### config.mk
export PLATFORM = sky130hd
export DESIGN_NAME = bp2r_queue
export DESIGN_NICKNAME = d
export VERILOG_FILES = /design/src/hdl/bp2r_pkg.sv /design/src/hdl/bp2r_queue.sv
export VERILOG_INCLUDE_DIRS = /design/src /design/src/hdl
export SDC_FILE = /design/constraint.sdc
export NUM_CORES = 1
export LEC_CHECK = 0
export ABC_CLOCK_PERIOD_IN_PS = 3850
export BUFFER_PORTS_ARGS = -buffer_cell sky130_fd_sc_hd__buf_2
export CORE_UTILIZATION = 57
export DETAILED_ROUTE_END_ITERATION = 8
export GPL_TIMING_DRIVEN = 0
export PLACE_DENSITY = 0.79
export SYNTH_ARGS = -nofsm -noshare
export SYNTH_HDL_FRONTEND = slang
export SYNTH_SLANG_ARGS = --single-unit
### constraint.sdc
create_clock -name clock -period 3.85 [get_ports clock]
set_input_delay 0.1925 -clock clock [delete_from_list [all_inputs] [get_ports clock]]
set_output_delay 0.1925 -clock clock [all_outputs]
set_load 0.02 [all_outputs]
### src/hdl/assert_macros.svh
// Assertion macros shared by the bitmap-to-RGB565 RTL.
// No dependencies; included by modules that carry concurrent checks.
`ifndef ASSERT_MACROS_SVH
`define ASSERT_MACROS_SVH

// Property checked at every rising clock edge, off while reset is high.
`define BP2R_ASSERT(lbl, clk, rst, prop, msg) \
   lbl: assert property (@(posedge clk) disable iff (rst) (prop)) else $error(msg);

// Condition that must never be seen outside reset.
`define BP2R_NEVER(lbl, clk, rst, cond, msg) \
   `BP2R_ASSERT(lbl, clk, rst, !(cond), msg)

`endif

### src/hdl/bp2r_pkg.sv
// Package for the bitmap pixel-array to RGB565 converter.
// Holds sizes, command and CSR codes, job and config types, color packing.
// No dependencies.
package bp2r_pkg;

   localparam int MAX_WIDTH  = 1024;
   localparam int MAX_HEIGHT = 1024;

   localparam int DIM_W = 11;                    // width/height register size
   localparam int COL_W = $clog2(MAX_WIDTH);
   localparam int ROW_W = $clog2(MAX_HEIGHT);
   localparam int PROD_W = ROW_W + DIM_W;
   localparam int PIX_W = 16;
   localparam int IDX_W = 20;

   localparam int QUEUE_DEPTH = 4;
   localparam int QPTR_W = $clog2(QUEUE_DEPTH);

   localparam int CSR_IDX_W  = 2;
   localparam int CSR_DATA_W = DIM_W;

   // commands
   localparam logic [1:0] CMD_START = 2'd0;
   localparam logic [1:0] CMD_PIXEL = 2'd1;
   localparam logic [1:0] CMD_LOAD  = 2'd2;

   // register indexes
   localparam logic [CSR_IDX_W-1:0] CSR_MODE   = 2'd0;
   localparam logic [CSR_IDX_W-1:0] CSR_WIDTH  = 2'd1;
   localparam logic [CSR_IDX_W-1:0] CSR_HEIGHT = 2'd2;
   localparam logic [CSR_IDX_W-1:0] CSR_FLIP   = 2'd3;

   localparam logic [DIM_W-1:0] RESET_WIDTH  = 11'd320;
   localparam logic [DIM_W-1:0] RESET_HEIGHT = 11'd170;

   // 24-bit byte phase
   localparam logic [1:0] PHASE_BLUE  = 2'd0;
   localparam logic [1:0] PHASE_GREEN = 2'd1;
   localparam logic [1:0] PHASE_RED   = 2'd2;

   typedef struct packed {
      logic             palette_mode;
      logic [DIM_W-1:0] image_width;
      logic [DIM_W-1:0] image_height;
      logic             big_endian_flip;
   } cfg_type;

   // one unit of work for the back end: palette write or pixel
   typedef struct packed {
      logic             is_load;
      logic             use_palette;
      logic [7:0]       addr;       // palette entry (load or lookup)
      logic [23:0]      rgb;        // {red, green, blue}
      logic [ROW_W-1:0] dst_row;
      logic [DIM_W-1:0] width;
      logic [COL_W-1:0] column;
      logic             flip;
      logic             last;
   } job_type;

   function automatic logic [PIX_W-1:0] to_565(input logic [23:0] rgb, input logic flip);
      logic [PIX_W-1:0] w;
      w = {rgb[23:19], rgb[15:10], rgb[7:3]};
      return flip ? {w[7:0], w[15:8]} : w;
   endfunction

endpackage

### src/hdl/bp2r_queue.sv
// Short job queue between front and back end.
// Depends on bp2r_pkg and assert_macros.svh.
`include "assert_macros.svh"
module bp2r_queue (
   input  logic              clock,
   input  logic              reset,
   input  logic              push_valid,
   input  bp2r_pkg::job_type push_job,
   output logic              full,
   output logic              pop_valid,
   output bp2r_pkg::job_type pop_job,
   input  logic              pop_ready
);

   localparam int DEPTH = bp2r_pkg::QUEUE_DEPTH;
   localparam int PW    = bp2r_pkg::QPTR_W;

   bp2r_pkg::job_type entries_ff [DEPTH];
   logic [PW-1:0]     wr_ptr_ff, rd_ptr_ff;
   logic [PW:0]       count_ff;
   logic              push, pop;

   assign full      = count_ff == (PW+1)'(DEPTH);
   assign pop_valid = count_ff != '0;
   assign pop_job   = entries_ff[rd_ptr_ff];
   assign push      = push_valid && !full;
   assign pop       = pop_valid && pop_ready;

   always_ff @(posedge clock) begin
      if (push)
         entries_ff[wr_ptr_ff] <= push_job;
   end

   always_ff @(posedge clock) begin
      if (reset) begin
         wr_ptr_ff <= '0;
         rd_ptr_ff <= '0;
         count_ff  <= '0;
      end else begin
         if (push)
            wr_ptr_ff <= wr_ptr_ff + PW'(1);
         if (pop)
            rd_ptr_ff <= rd_ptr_ff + PW'(1);
         count_ff <= count_ff + (PW+1)'(push) - (PW+1)'(pop);
      end
   end

   `BP2R_ASSERT(a_count_bound, clock, reset, count_ff <= (PW+1)'(DEPTH), "queue overfilled")
   `BP2R_NEVER(a_push_full, clock, reset, push_valid && full, "job pushed into full queue")
   `BP2R_ASSERT(a_ptr_count, clock, reset, count_ff[PW-1:0] == PW'(wr_ptr_ff - rd_ptr_ff), "pointers disagree with count")

endmodule

==> metrics.csv <==
metric,value,unit
status,"finished, final reports clean",
multi-input logic area,1780,µm²
GRT overflow,0,
worst clock skew,14.0,ps
Reg power frac,43.6,%
max-cap viol count,0,
"Seq/Total Area, Yosys",80.9,%
pin count of the biggest net entering global routing,38,
CTS sink cnt,277,
CTS tree,built,
WP data required,4290,ps
Net Sw Frac,27.6,%
final worst-path cycle share,68.1,%
XOR/XNOR Fraction of Synth Area,0.258,%
"worst slack, placed",1370,ps
GP Congestion,0.719,
Layout area overhead,25.9,%
Worst path max stage delay,420,ps
main flop type after synthesis,edfxtp_1,
fillers,947,
slew margin rel.,57.0,%
Inserted Clock Buffers,27,
Internal Power,6.23,mW
die height,136,µm
die width,136,µm
YS warnings,0,
initial DRC count,311,
WS Path Type,reg2reg,
Compound-Gate Fraction of Synth Area,0.271,%
vias in the first global route,5261,
RSZ-0062 raised after global routing,false,
main combinational cell family by area after synthesis,multiplexers,
Via Count,4904,
highest clock rate,0.382,GHz
PD cells,673,nW/µm²
syn_area_per_cell,25.5,µm²
Skew-Pair Late Insertion Delay,520,ps
Finished Core Util,73.7,%
Final HPWL DP,10800,µm
fin nets,715,
Final Max Slew Viols,0,
number of flops mapped to enable cells by yosys,268,
met1 usage,26.0,%
Avg WL per Cell,21.1,µm
Sw Pwr,2.38,mW
die area,18400,µm²
FF+latch area,8230,µm²
GR Util met2,37.2,%
Logic pwr share,25.8,%
mux cell area share after synthesis,14.9,%
"commonest non-fill, non-tap cell in the layout",edfxtp_1,
Most common cell on crit path,inv_1,
post-CTS setup buffers,0,
crit-path cells,nor3b_1 -> nor2_1 -> inv_1 -> ha_1 -> inv_1 -> ha_1 -> inv_1 -> fa_1 -> xor2_1 -> nor2_1 -> nor3_1,
part of the power in the clock network,30.5,%
worst path bufs/invs,3,
Top delay family on crit path,simple AND/OR/NAND/NOR gates,
Layout Cells excl Fill,883,
Setup Viol. Count Final,0,
slack of the critical path,1230,ps
DRC,0,
path type of the worst min-delay path,in2reg,
Post-Synth Adder-Cell Area,0.935,%
Fin Setup TNS,0,ps
CP Max Fanout,6,
met3 Use GR,4.15,%
#FFs+latches synth,277,
VDD IR max,0.653,mV
Post-synth ARST share,0,%
# diodes,0,
Final ANT Viol Nets,0,
CTS HTree Levels,1,
fin area,12800,µm²
Vias per Instance,5.55,
Synth cell types,26,
IO Count,140,
FP Rows,48,
Pleak,4.41,nW
Mapped Area,10200,µm²
DR pass1 iterations,5,
Slew @ Worst Pin,645,ps
Placement Cell Area,11200,µm²
Initial Utilization,58.6,%
critical path arrival,3060,ps
share of layout cells above drive strength 1,40.1,%
first-pass GRT wire length,28400,µm
# placed instances,766,
startpoint types,flip-flop,
Syn Nets,477,
most frequent cells in the layout,"268 x edfxtp_1, 142 x buf_2, 67 x mux4_2, 67 x dlygate4sd3_1, 27 x clkbuf_16",
clock root cell,clkbuf_16,
min Tclk post-route,2620,ps
Core Region,17400,µm²
drt total wl,18600,µm
"Hold Vio Cnt, Final",0,
simple-gate portion of the synthesized area,0.960,%
initial antenna violation count,0,
crit path max-delay cell type,dfxtp_1,
Total GRT Usage,21.0,%
CP endpoint kind,flip-flop,
count of buffers from port buffering,138,
GRT busiest layer,met2,
clock tree buffer depth,3,
synthesized instance count,399,
Worst-path clk slew,60,ps
[Yosys cell counts (2+ instances only)]
| cell | number | area [µm²] |
|---|---|---|
| dfxtp_1 | 9 | 180 |
| and2_1 | 5 | 31.3 |
| xor2_1 | 2 | 17.5 |
| buf_2 | 4 | 20.0 |
| buf_4 | 3 | 22.5 |
| buf_12 | 4 | 80.1 |
| or3_1 | 2 | 12.5 |
| inv_1 | 6 | 22.5 |
| mux4_2 | 67 | 1510 |
| edfxtp_1 | 268 | 8050 |
| buf_1 | 3 | 11.3 |
| nor2_1 | 6 | 22.5 |
| ha_1 | 6 | 75.1 |
| nand2b_1 | 2 | 12.5 |
[power by group through the flow]
stage,logic (mW),registers (mW),clock network [mW]
floorplan,1.53,3.80,0
CTS,2.25,3.75,2.67
detailed placement,2.18,3.81,0
finish,2.23,3.76,2.63
global route,2.39,3.78,2.78
global placement,2.10,3.82,0
[through the flow]
stage	hold slack [ps]	power, mW
floorplan	291	5.32
global placement	401	5.92
detailed placement	410	6.00
CTS	4.68	8.68
global route	39.3	8.95
finish	43.2	8.61
[kinds of logic (layout without fill, tap and decap cells)]
group | after synthesis | after routing
AO/OA/AOI/OAI | 4 | 4
XOR/XNOR | 3 | 3
adder cells (fa/ha/maj) | 7 | 7
buffers and inverters | 22 | 281
flip-flops | 277 | 277
multiplexers | 68 | 68
AND/OR/NAND/NOR | 18 | 18
[metal layers]
metal,share of wire [%],vias to the layer above
met1,40,2529
met2,52,155
met4,2.9,0
li1,-,2177
met5,0,-
met3,5.3,43
[timing repair]
item / in CTS / in global routing
resized for setup: 0 / 0
hold buffers: 67 / 0
hold endpoints to repair: 268 / 0
[registers in the layout, indices dropped and copies added, names as in the netlist, named ones only]
register and flops:
entries_ff 268, count_ff 3, rd_ptr_ff 2, wr_ptr_ff 2
[area by class of cell]
class | instances | area share, %
Buffer | 16 | 1.16
Clock buffer | 36 | 5.70
Clock inverter | 14 | 1.32
Inverter | 6 | 0.176
Multi-Input combinational cell | 100 | 13.9
Sequential cell | 277 | 64.3
Tap cell | 225 | 2.20
Timing Repair Buffer | 209 | 11.3
[final timing paths]
path	from	end	slack [ps]	depth (start not counted)
max reg2reg	count_ff[2]	count_ff[2]	1230	11
max	count_ff[2]	count_ff[2]	1230	11
min reg2reg	wr_ptr_ff[1]	wr_ptr_ff[1]	530	2
min	reset	rd_ptr_ff[0]	40	2
Power figures use the tool's default switching activity.
