<file path="config.mk">
export PLATFORM = sky130hd
export DESIGN_NAME = bp2r_front_flat
export DESIGN_NICKNAME = d
export VERILOG_FILES = /design/src/hdl/assert_macros.svh /design/src/hdl/bp2r_pkg.sv /design/src/hdl/bp2r_req_if.sv /design/src/hdl/bp2r_front.sv /design/src/flat_wrapper.sv
export SDC_FILE = /design/constraint.sdc
export NUM_CORES = 1
export LEC_CHECK = 0
export BUFFER_PORTS_ARGS = -buffer_cell sky130_fd_sc_hd__clkbuf_2
export CORE_MARGIN = 3
export CORE_UTILIZATION = 53
export CTS_CLUSTER_SIZE = 8
export DETAILED_ROUTE_END_ITERATION = 16
export PLACE_DENSITY = 0.93
export SLEW_MARGIN = 20
export SYNTH_ARGS = -nofsm -noshare
export SYNTH_HDL_FRONTEND = slang
export SYNTH_SLANG_ARGS = --single-unit
</file>
<file path="constraint.sdc">
create_clock -name clock -period 10.2 [get_ports clock]
set_input_delay 1.53 -clock clock [delete_from_list [all_inputs] [get_ports clock]]
set_output_delay 1.53 -clock clock [all_outputs]
set_load 0.005 [all_outputs]
</file>
<file path="src/hdl/assert_macros.svh">
// Assertion macros shared by the bitmap-to-RGB565 RTL.
// No dependencies; included by modules that carry concurrent checks.
`ifndef ASSERT_MACROS_SVH
`define ASSERT_MACROS_SVH

// Property checked at every rising clock edge, off while reset is high.
`define BP2R_ASSERT(lbl, clk, rst, prop, msg) \
   lbl: assert property (@(posedge clk) disable iff (rst) (prop)) else $error(msg);

// Condition that must never be seen outside reset.
`define BP2R_NEVER(lbl, clk, rst, cond, msg) \
   `BP2R_ASSERT(lbl, clk, rst, !(cond), msg)

`endif

</file>
<file path="src/hdl/bp2r_pkg.sv">
// Package for the bitmap pixel-array to RGB565 converter.
// Holds sizes, command and CSR codes, job and config types, color packing.
// No dependencies.
package bp2r_pkg;

   localparam int MAX_WIDTH  = 1024;
   localparam int MAX_HEIGHT = 1024;

   localparam int DIM_W = 11;                    // width/height register size
   localparam int COL_W = $clog2(MAX_WIDTH);
   localparam int ROW_W = $clog2(MAX_HEIGHT);
   localparam int PROD_W = ROW_W + DIM_W;
   localparam int PIX_W = 16;
   localparam int IDX_W = 20;

   localparam int QUEUE_DEPTH = 4;
   localparam int QPTR_W = $clog2(QUEUE_DEPTH);

   localparam int CSR_IDX_W  = 2;
   localparam int CSR_DATA_W = DIM_W;

   // commands
   localparam logic [1:0] CMD_START = 2'd0;
   localparam logic [1:0] CMD_PIXEL = 2'd1;
   localparam logic [1:0] CMD_LOAD  = 2'd2;

   // register indexes
   localparam logic [CSR_IDX_W-1:0] CSR_MODE   = 2'd0;
   localparam logic [CSR_IDX_W-1:0] CSR_WIDTH  = 2'd1;
   localparam logic [CSR_IDX_W-1:0] CSR_HEIGHT = 2'd2;
   localparam logic [CSR_IDX_W-1:0] CSR_FLIP   = 2'd3;

   localparam logic [DIM_W-1:0] RESET_WIDTH  = 11'd320;
   localparam logic [DIM_W-1:0] RESET_HEIGHT = 11'd170;

   // 24-bit byte phase
   localparam logic [1:0] PHASE_BLUE  = 2'd0;
   localparam logic [1:0] PHASE_GREEN = 2'd1;
   localparam logic [1:0] PHASE_RED   = 2'd2;

   typedef struct packed {
      logic             palette_mode;
      logic [DIM_W-1:0] image_width;
      logic [DIM_W-1:0] image_height;
      logic             big_endian_flip;
   } cfg_type;

   // one unit of work for the back end: palette write or pixel
   typedef struct packed {
      logic             is_load;
      logic             use_palette;
      logic [7:0]       addr;       // palette entry (load or lookup)
      logic [23:0]      rgb;        // {red, green, blue}
      logic [ROW_W-1:0] dst_row;
      logic [DIM_W-1:0] width;
      logic [COL_W-1:0] column;
      logic             flip;
      logic             last;
   } job_type;

   function automatic logic [PIX_W-1:0] to_565(input logic [23:0] rgb, input logic flip);
      logic [PIX_W-1:0] w;
      w = {rgb[23:19], rgb[15:10], rgb[7:3]};
      return flip ? {w[7:0], w[15:8]} : w;
   endfunction

endpackage

</file>
<file path="src/hdl/bp2r_req_if.sv">
// Input channel: one command word per handshake.
// Depends on nothing.
interface bp2r_req_if;
   logic       valid;
   logic       ready;
   logic [1:0] command;
   logic [7:0] data_byte;
   logic [7:0] palette_index;
   logic [7:0] palette_blue;
   logic [7:0] palette_green;
   logic [7:0] palette_red;

   modport source (output valid, command, data_byte, palette_index,
                   palette_blue, palette_green, palette_red, input ready);
   modport sink   (input valid, command, data_byte, palette_index,
                   palette_blue, palette_green, palette_red, output ready);
endinterface

</file>
<file path="src/hdl/bp2r_front.sv">
// Front end: accepts command words, tracks byte phase, padding and position.
// Depends on bp2r_pkg and bp2r_req_if; feeds jobs into bp2r_queue.
module bp2r_front (
   input  logic                clock,
   input  logic                reset,
   input  bp2r_pkg::cfg_type   cfg,
   bp2r_req_if.sink            req,
   input  logic                queue_full,
   output logic                push_valid,
   output bp2r_pkg::job_type   push_job
);

   logic [1:0]                 phase_ff, phase_in;
   logic [7:0]                 blue_ff, blue_in;
   logic [7:0]                 green_ff, green_in;
   logic [bp2r_pkg::COL_W-1:0] col_ff, col_in;
   logic [bp2r_pkg::ROW_W-1:0] row_ff, row_in;
   logic [1:0]                 pad_ff, pad_in;
   logic                       done_ff, done_in;

   logic                       accept;
   logic [bp2r_pkg::DIM_W-1:0] w_eff, h_eff, w_last, h_last;
   logic [bp2r_pkg::ROW_W-1:0] row_eff, dst_row;
   logic                       col_end, row_end, fire;
   logic [1:0]                 row_bytes_low, pad_next;

   assign req.ready = !queue_full;
   assign accept    = req.valid && req.ready;

   always_comb begin
      // size clamp: zero acts as one, above max acts as max
      if (cfg.image_width == '0)
         w_eff = bp2r_pkg::DIM_W'(1);
      else if (cfg.image_width > bp2r_pkg::DIM_W'(bp2r_pkg::MAX_WIDTH))
         w_eff = bp2r_pkg::DIM_W'(bp2r_pkg::MAX_WIDTH);
      else
         w_eff = cfg.image_width;
      if (cfg.image_height == '0)
         h_eff = bp2r_pkg::DIM_W'(1);
      else if (cfg.image_height > bp2r_pkg::DIM_W'(bp2r_pkg::MAX_HEIGHT))
         h_eff = bp2r_pkg::DIM_W'(bp2r_pkg::MAX_HEIGHT);
      else
         h_eff = cfg.image_height;
      w_last = w_eff - bp2r_pkg::DIM_W'(1);
      h_last = h_eff - bp2r_pkg::DIM_W'(1);

      row_eff = (bp2r_pkg::DIM_W'(row_ff) > h_last) ? h_last[bp2r_pkg::ROW_W-1:0] : row_ff;
      dst_row = cfg.big_endian_flip ? (h_last[bp2r_pkg::ROW_W-1:0] - row_eff) : row_eff;
      col_end = bp2r_pkg::DIM_W'(col_ff) >= w_last;
      row_end = bp2r_pkg::DIM_W'(row_eff) >= h_last;

      // row byte count mod 4: w or 3w
      row_bytes_low = cfg.palette_mode ? w_eff[1:0] : 2'(w_eff[1:0] + {w_eff[0], 1'b0});
      pad_next      = 2'(~row_bytes_low + 2'd1);
   end

   always_comb begin
      phase_in = phase_ff;
      blue_in  = blue_ff;
      green_in = green_ff;
      col_in   = col_ff;
      row_in   = row_ff;
      pad_in   = pad_ff;
      done_in  = done_ff;
      fire     = 1'b0;
      push_valid = 1'b0;

      push_job             = '0;
      push_job.addr        = req.data_byte;
      push_job.rgb         = {req.data_byte, green_ff, blue_ff};
      push_job.use_palette = cfg.palette_mode;
      push_job.dst_row     = dst_row;
      push_job.width       = w_eff;
      push_job.column      = col_ff;
      push_job.flip        = cfg.big_endian_flip;
      push_job.last        = col_end && row_end;

      if (accept) begin
         case (req.command)
            bp2r_pkg::CMD_START: begin
               phase_in = bp2r_pkg::PHASE_BLUE;
               col_in   = '0;
               row_in   = '0;
               pad_in   = '0;
               done_in  = 1'b0;
            end
            bp2r_pkg::CMD_LOAD: begin
               push_valid       = 1'b1;
               push_job.is_load = 1'b1;
               push_job.addr    = req.palette_index;
               push_job.rgb     = {req.palette_red, req.palette_green, req.palette_blue};
            end
            bp2r_pkg::CMD_PIXEL: begin
               if (!done_ff) begin
                  if (pad_ff != 2'd0)
                     pad_in = pad_ff - 2'd1;
                  else if (cfg.palette_mode)
                     fire = 1'b1;
                  else begin
                     case (phase_ff)
                        bp2r_pkg::PHASE_BLUE: begin
                           blue_in  = req.data_byte;
                           phase_in = bp2r_pkg::PHASE_GREEN;
                        end
                        bp2r_pkg::PHASE_GREEN: begin
                           green_in = req.data_byte;
                           phase_in = bp2r_pkg::PHASE_RED;
                        end
                        default: fire = 1'b1;
                     endcase
                  end
               end
            end
            default: ;
         endcase
      end

      if (fire) begin
         push_valid = 1'b1;
         phase_in   = bp2r_pkg::PHASE_BLUE;
         row_in     = row_eff;
         if (col_end) begin
            col_in = '0;
            if (row_end)
               done_in = 1'b1;
            else begin
               pad_in = pad_next;
               row_in = row_eff + bp2r_pkg::ROW_W'(1);
            end
         end else begin
            col_in = col_ff + bp2r_pkg::COL_W'(1);
         end
      end
   end

   always_ff @(posedge clock) begin
      if (reset) begin
         phase_ff <= bp2r_pkg::PHASE_BLUE;
         col_ff   <= '0;
         row_ff   <= '0;
         pad_ff   <= '0;
         done_ff  <= 1'b1;
      end else begin
         phase_ff <= phase_in;
         col_ff   <= col_in;
         row_ff   <= row_in;
         pad_ff   <= pad_in;
         done_ff  <= done_in;
      end
   end

   always_ff @(posedge clock) begin
      blue_ff  <= blue_in;
      green_ff <= green_in;
   end

endmodule

</file>
<file path="src/flat_wrapper.sv">
// flat-port wrapper written by rule: the top's interface ports become plain ports
module bp2r_front_flat 
  (clock, reset, cfg, queue_full, push_valid, push_job, req_valid, req_command, req_data_byte, req_palette_index, req_palette_blue, req_palette_green, req_palette_red, req_ready);
  bp2r_req_if req_i ();
  input  logic clock;
  input  logic reset;
  input  bp2r_pkg::cfg_type cfg;
  input  logic queue_full;
  output logic push_valid;
  output bp2r_pkg::job_type push_job;
  input wire logic [$bits(req_i.valid)-1:0] req_valid;
  input wire logic [$bits(req_i.command)-1:0] req_command;
  input wire logic [$bits(req_i.data_byte)-1:0] req_data_byte;
  input wire logic [$bits(req_i.palette_index)-1:0] req_palette_index;
  input wire logic [$bits(req_i.palette_blue)-1:0] req_palette_blue;
  input wire logic [$bits(req_i.palette_green)-1:0] req_palette_green;
  input wire logic [$bits(req_i.palette_red)-1:0] req_palette_red;
  output wire logic [$bits(req_i.ready)-1:0] req_ready;
  assign req_i.valid = req_valid;
  assign req_i.command = req_command;
  assign req_i.data_byte = req_data_byte;
  assign req_i.palette_index = req_palette_index;
  assign req_i.palette_blue = req_palette_blue;
  assign req_i.palette_green = req_palette_green;
  assign req_i.palette_red = req_palette_red;
  assign req_ready = req_i.ready;
  bp2r_front u_core (.clock(clock), .reset(reset), .cfg(cfg), .req(req_i), .queue_full(queue_full), .push_valid(push_valid), .push_job(push_job));
endmodule
</file>
==> impl_metrics.json <==
{
  "status": "finished, final reports clean",
  "antenna_found_initial": 0,
  "worstReg2RegStart": "u_core.row_ff[9]$_SDFFE_PP0P_",
  "synth_top_flop_cell": "dfxtp_1",
  "power_density_nw_per_um2": 78.5,
  "path_clk_slew_ns": 0.07,
  "regToRegEndpoint": "u_core.row_ff[7]$_SDFFE_PP0P_",
  "area_growth_syn_to_layout_pct": 19.7,
  "drv_cap": 0,
  "final_cell_count_no_fill": 837,
  "hold_violations": 0,
  "min_from": "u_core.row_ff[1]$_SDFFE_PP0P_",
  "synth_area_per_cell_um2": 7.27,
  "yosysTopAreaCell": "dfxtp_1",
  "drive_gt1_share_pct": 24.8,
  "grt_pass1_wl_mm": 21.9,
  "yosysWarnings": 0,
  "synth_top_area_share_pct": 11.3,
  "post_cts_buffers": 0,
  "crit_required_ns": 8.67,
  "design_area_um2": 5310,
  "setup_tns_ns": 0,
  "setup_ws_ns": 0.537,
  "cts.sinks": 41,
  "overflow": 0,
  "die_w_um": 97.5,
  "grt_pass1_vias": 4736,
  "dr.pass1.iters": 5,
  "synth_edf_count": 16,
  "routed_wl_mm": 13.3,
  "cpPeakStageDelay_ns": 0.40,
  "rrSetupSlack_ns": 5.02,
  "whs_path_depth": 2,
  "crit_path_end_kind": "output pin",
  "grt_usage_pct": 27.2,
  "ioPinCount": 139,
  "drc": 0,
  "syn_nets": 715,
  "hold_class": "flop to flop",
  "worst-slew-pin-transition_ns": 0.989,
  "portBuffers": 138,
  "dp_hpwl_mm": 10.6,
  "skew_ns": 0.0111,
  "synthCells": 610,
  "ctsHoldBuffers": 0,
  "n_antenna_cell": 0,
  "clockRootBuffer": "clkbuf_8",
  "coreArea_um2": 7930,
  "wl_per_cell_um": 15.9,
  "grt_max_degree": 34,
  "cts_buffers": 5,
  "whs_ns": 0.513,
  "synthArstFlopShare_pct": 0,
  "cts_tree": "done",
  "ys_types": 73,
  "fin_crit_ns": 9.66,
  "rows": 32,
  "finish.net_count": 839,
  "slew_headroom_pct": 33.9,
  "finalSetupViolCount": 0,
  "gp_congestion": 1.03,
  "cp_max_fo": 9,
  "synthTopCellsByArea": "dfxtp_1 11%, edfxtp_1 11%, nand2_1 10%",
  "drv_slew": 0,
  "dpl_cell_area_um2": 5180,
  "start_util_pct": 56.0,
  "syn_area_um2": 4440,
  "clock_latency_ns": 0.30,
  "worst_hold_path.endpoint": "u_core.row_ff[1]$_SDFFE_PP0P_",
  "drt_iter0_drc": 396,
  "clockBufferDepth": 2,
  "place_inst": 829,
  "rsz0062_at_grt": "false",
  "vias_per_cell": 6.05,
  "ant_nets": 0,
  "fin_crit_sh_pct": 94.7,
  "max_freq_mhz": 103,
  "r2r.worst_path.cells": 19,
  "start_kind": "input pin",
  "cp.arrival_ns": 8.13,
  "htree_levels": 2,
  "ys_seq_elements": 41,
  "die_h_um": 97.5,
  "p_leak_nw": 2.50,
  "ys_seq_area_share_pct": 22.1,
  "dp_slack_ns": 0.381,
  "ir_worst_vdd_uv": 55.6,
  "cp_slowest_cell": "mux2_2",
  "dr_total_vias": 5064,
  "die_area_um2": 9500,
  "crit_type": "input pin to output pin"
}
[flip-flops by register name, summed over array words and instances, names as in the netlist]
register / flops
u_core.pad_ff: 2
u_core.phase_ff: 2
u_core.done_ff: 1
u_core.blue_ff: 8
u_core.green_ff: 8
u_core.col_ff: 10
u_core.row_ff: 10
[timing repair]
| item | 4_1_cts | 5_1_grt |
|---|---|---|
| endpoints found under the setup margin | 0 | 3 |
| resized for setup | 0 | 4 |
| hold endpoints to repair | 0 | 0 |
[power breakdown]
| part | internal, mW | total [mW] | switching, mW |
|---|---|---|---|
| logic | 0.0484 | 0.117 | 0.0690 |
| clock network | 0.0727 | 0.129 | 0.0567 |
| registers | 0.170 | 0.170 | 0.000223 |
| total | 0.291 | 0.417 | 0.126 |
[critical path: cells and delay by family]
family / cells / cell delay [ns]
AO/OA/AOI/OAI: 13 / 2.92
adder cells (fa/ha/maj): 3 / 0.92
buffers and inverters: 7 / 1.02
multiplexers: 1 / 0.40
AND/OR/NAND/NOR: 8 / 1.33
[cell usage in the layout, fill, tap and decap left out, types with 4 or more instances in the layout]
cell type | synthesis | routed
nor2b_1 | 10 | 10
nand4_1 | 10 | 10
a211oi_1 | 6 | 6
xnor2_1 | 16 | 16
inv_1 | 39 | 39
nor4_1 | 9 | 9
xor2_1 | 6 | 6
mux2i_1 | 10 | 10
and3_1 | 11 | 11
a31oi_1 | 4 | 4
nor4_2 | 4 | 4
o22ai_1 | 5 | 5
clkbuf_2 | 0 | 138
a21oi_1 | 36 | 35
nand3_1 | 11 | 11
nand4b_1 | 6 | 6
clkbuf_8 | 0 | 5
o31ai_1 | 5 | 5
o21a_1 | 8 | 8
or3_1 | 10 | 10
ha_1 | 34 | 34
nor3b_1 | 4 | 4
buf_4 | 3 | 9
nor3_1 | 16 | 15
nand2_1 | 119 | 119
edfxtp_1 | 16 | 16
o21ai_0 | 31 | 31
nor2_1 | 51 | 51
nand2b_1 | 9 | 9
dfxtp_1 | 25 | 25
[kinds of logic (layout without fill, tap and decap cells)]
logic type,after synthesis,count (layout),share of synthesized area [%]
multiplexers,14,14,3.36
AND/OR/NAND/NOR,286,286,31.4
AO/OA/AOI/OAI,140,140,21.9
XOR/XNOR,22,22,4.34
adder cells (fa/ha/maj),35,35,10.0
buffers and inverters,72,197,6.80
flip-flops,41,41,22.1
[worst max-delay path by stage]
stage | start | end | slack [ns] | cells after the start
global placement | cfg[6] | push_job[32] | 0.68 | 31
floorplan | cfg[11] | push_job[32] | 0.86 | 33
global route | cfg[4] | push_job[32] | 0.02 | 32
detailed placement | cfg[8] | push_job[32] | 0.38 | 31
finish | cfg[4] | push_job[32] | 0.54 | 32
CTS | cfg[8] | push_job[32] | 0.32 | 31
[cell usage after synthesis (16+ instances only)]
cell      count
xnor2_1      16
inv_1        39
nand2_1     119
edfxtp_1     16
ha_1         34
o21ai_0      31
dfxtp_1      25
nor3_1       16
clkbuf_1     17
nor2_1       51
a21oi_1      36
[layer usage]
| layer | vias up | wire (um) | track usage (%) |
|---|---|---|---|
| met3 | 34 | 976 | 3.59 |
| li1 | 2428 | - | - |
| met4 | 0 | 345 | 9.80 |
| met2 | 277 | 6500 | 47.3 |
| met5 | - | 0 | 0 |
| met1 | 2325 | 5510 | 34.2 |
[cell type report]
type                    instances  area, um^2
clock buffers                   6        72.6
inverters                      42         158
well taps                     102         128
multi-input cells             497        3180
flip-flops and latches         41         981
fillers                       667        2620
repair buffers                147         758
clock inverters                 2        35.0
[metrics by stage]
stage          power (mW)  utilization [%]
6_report            0.417             67.0
4_1_cts             0.417             66.7
3_5_place_dp        0.289             65.4
2_1_floorplan       0.242                -
3_3_place_gp        0.284             65.4
5_1_grt             0.439             67.0
Power figures use the tool's default switching activity.
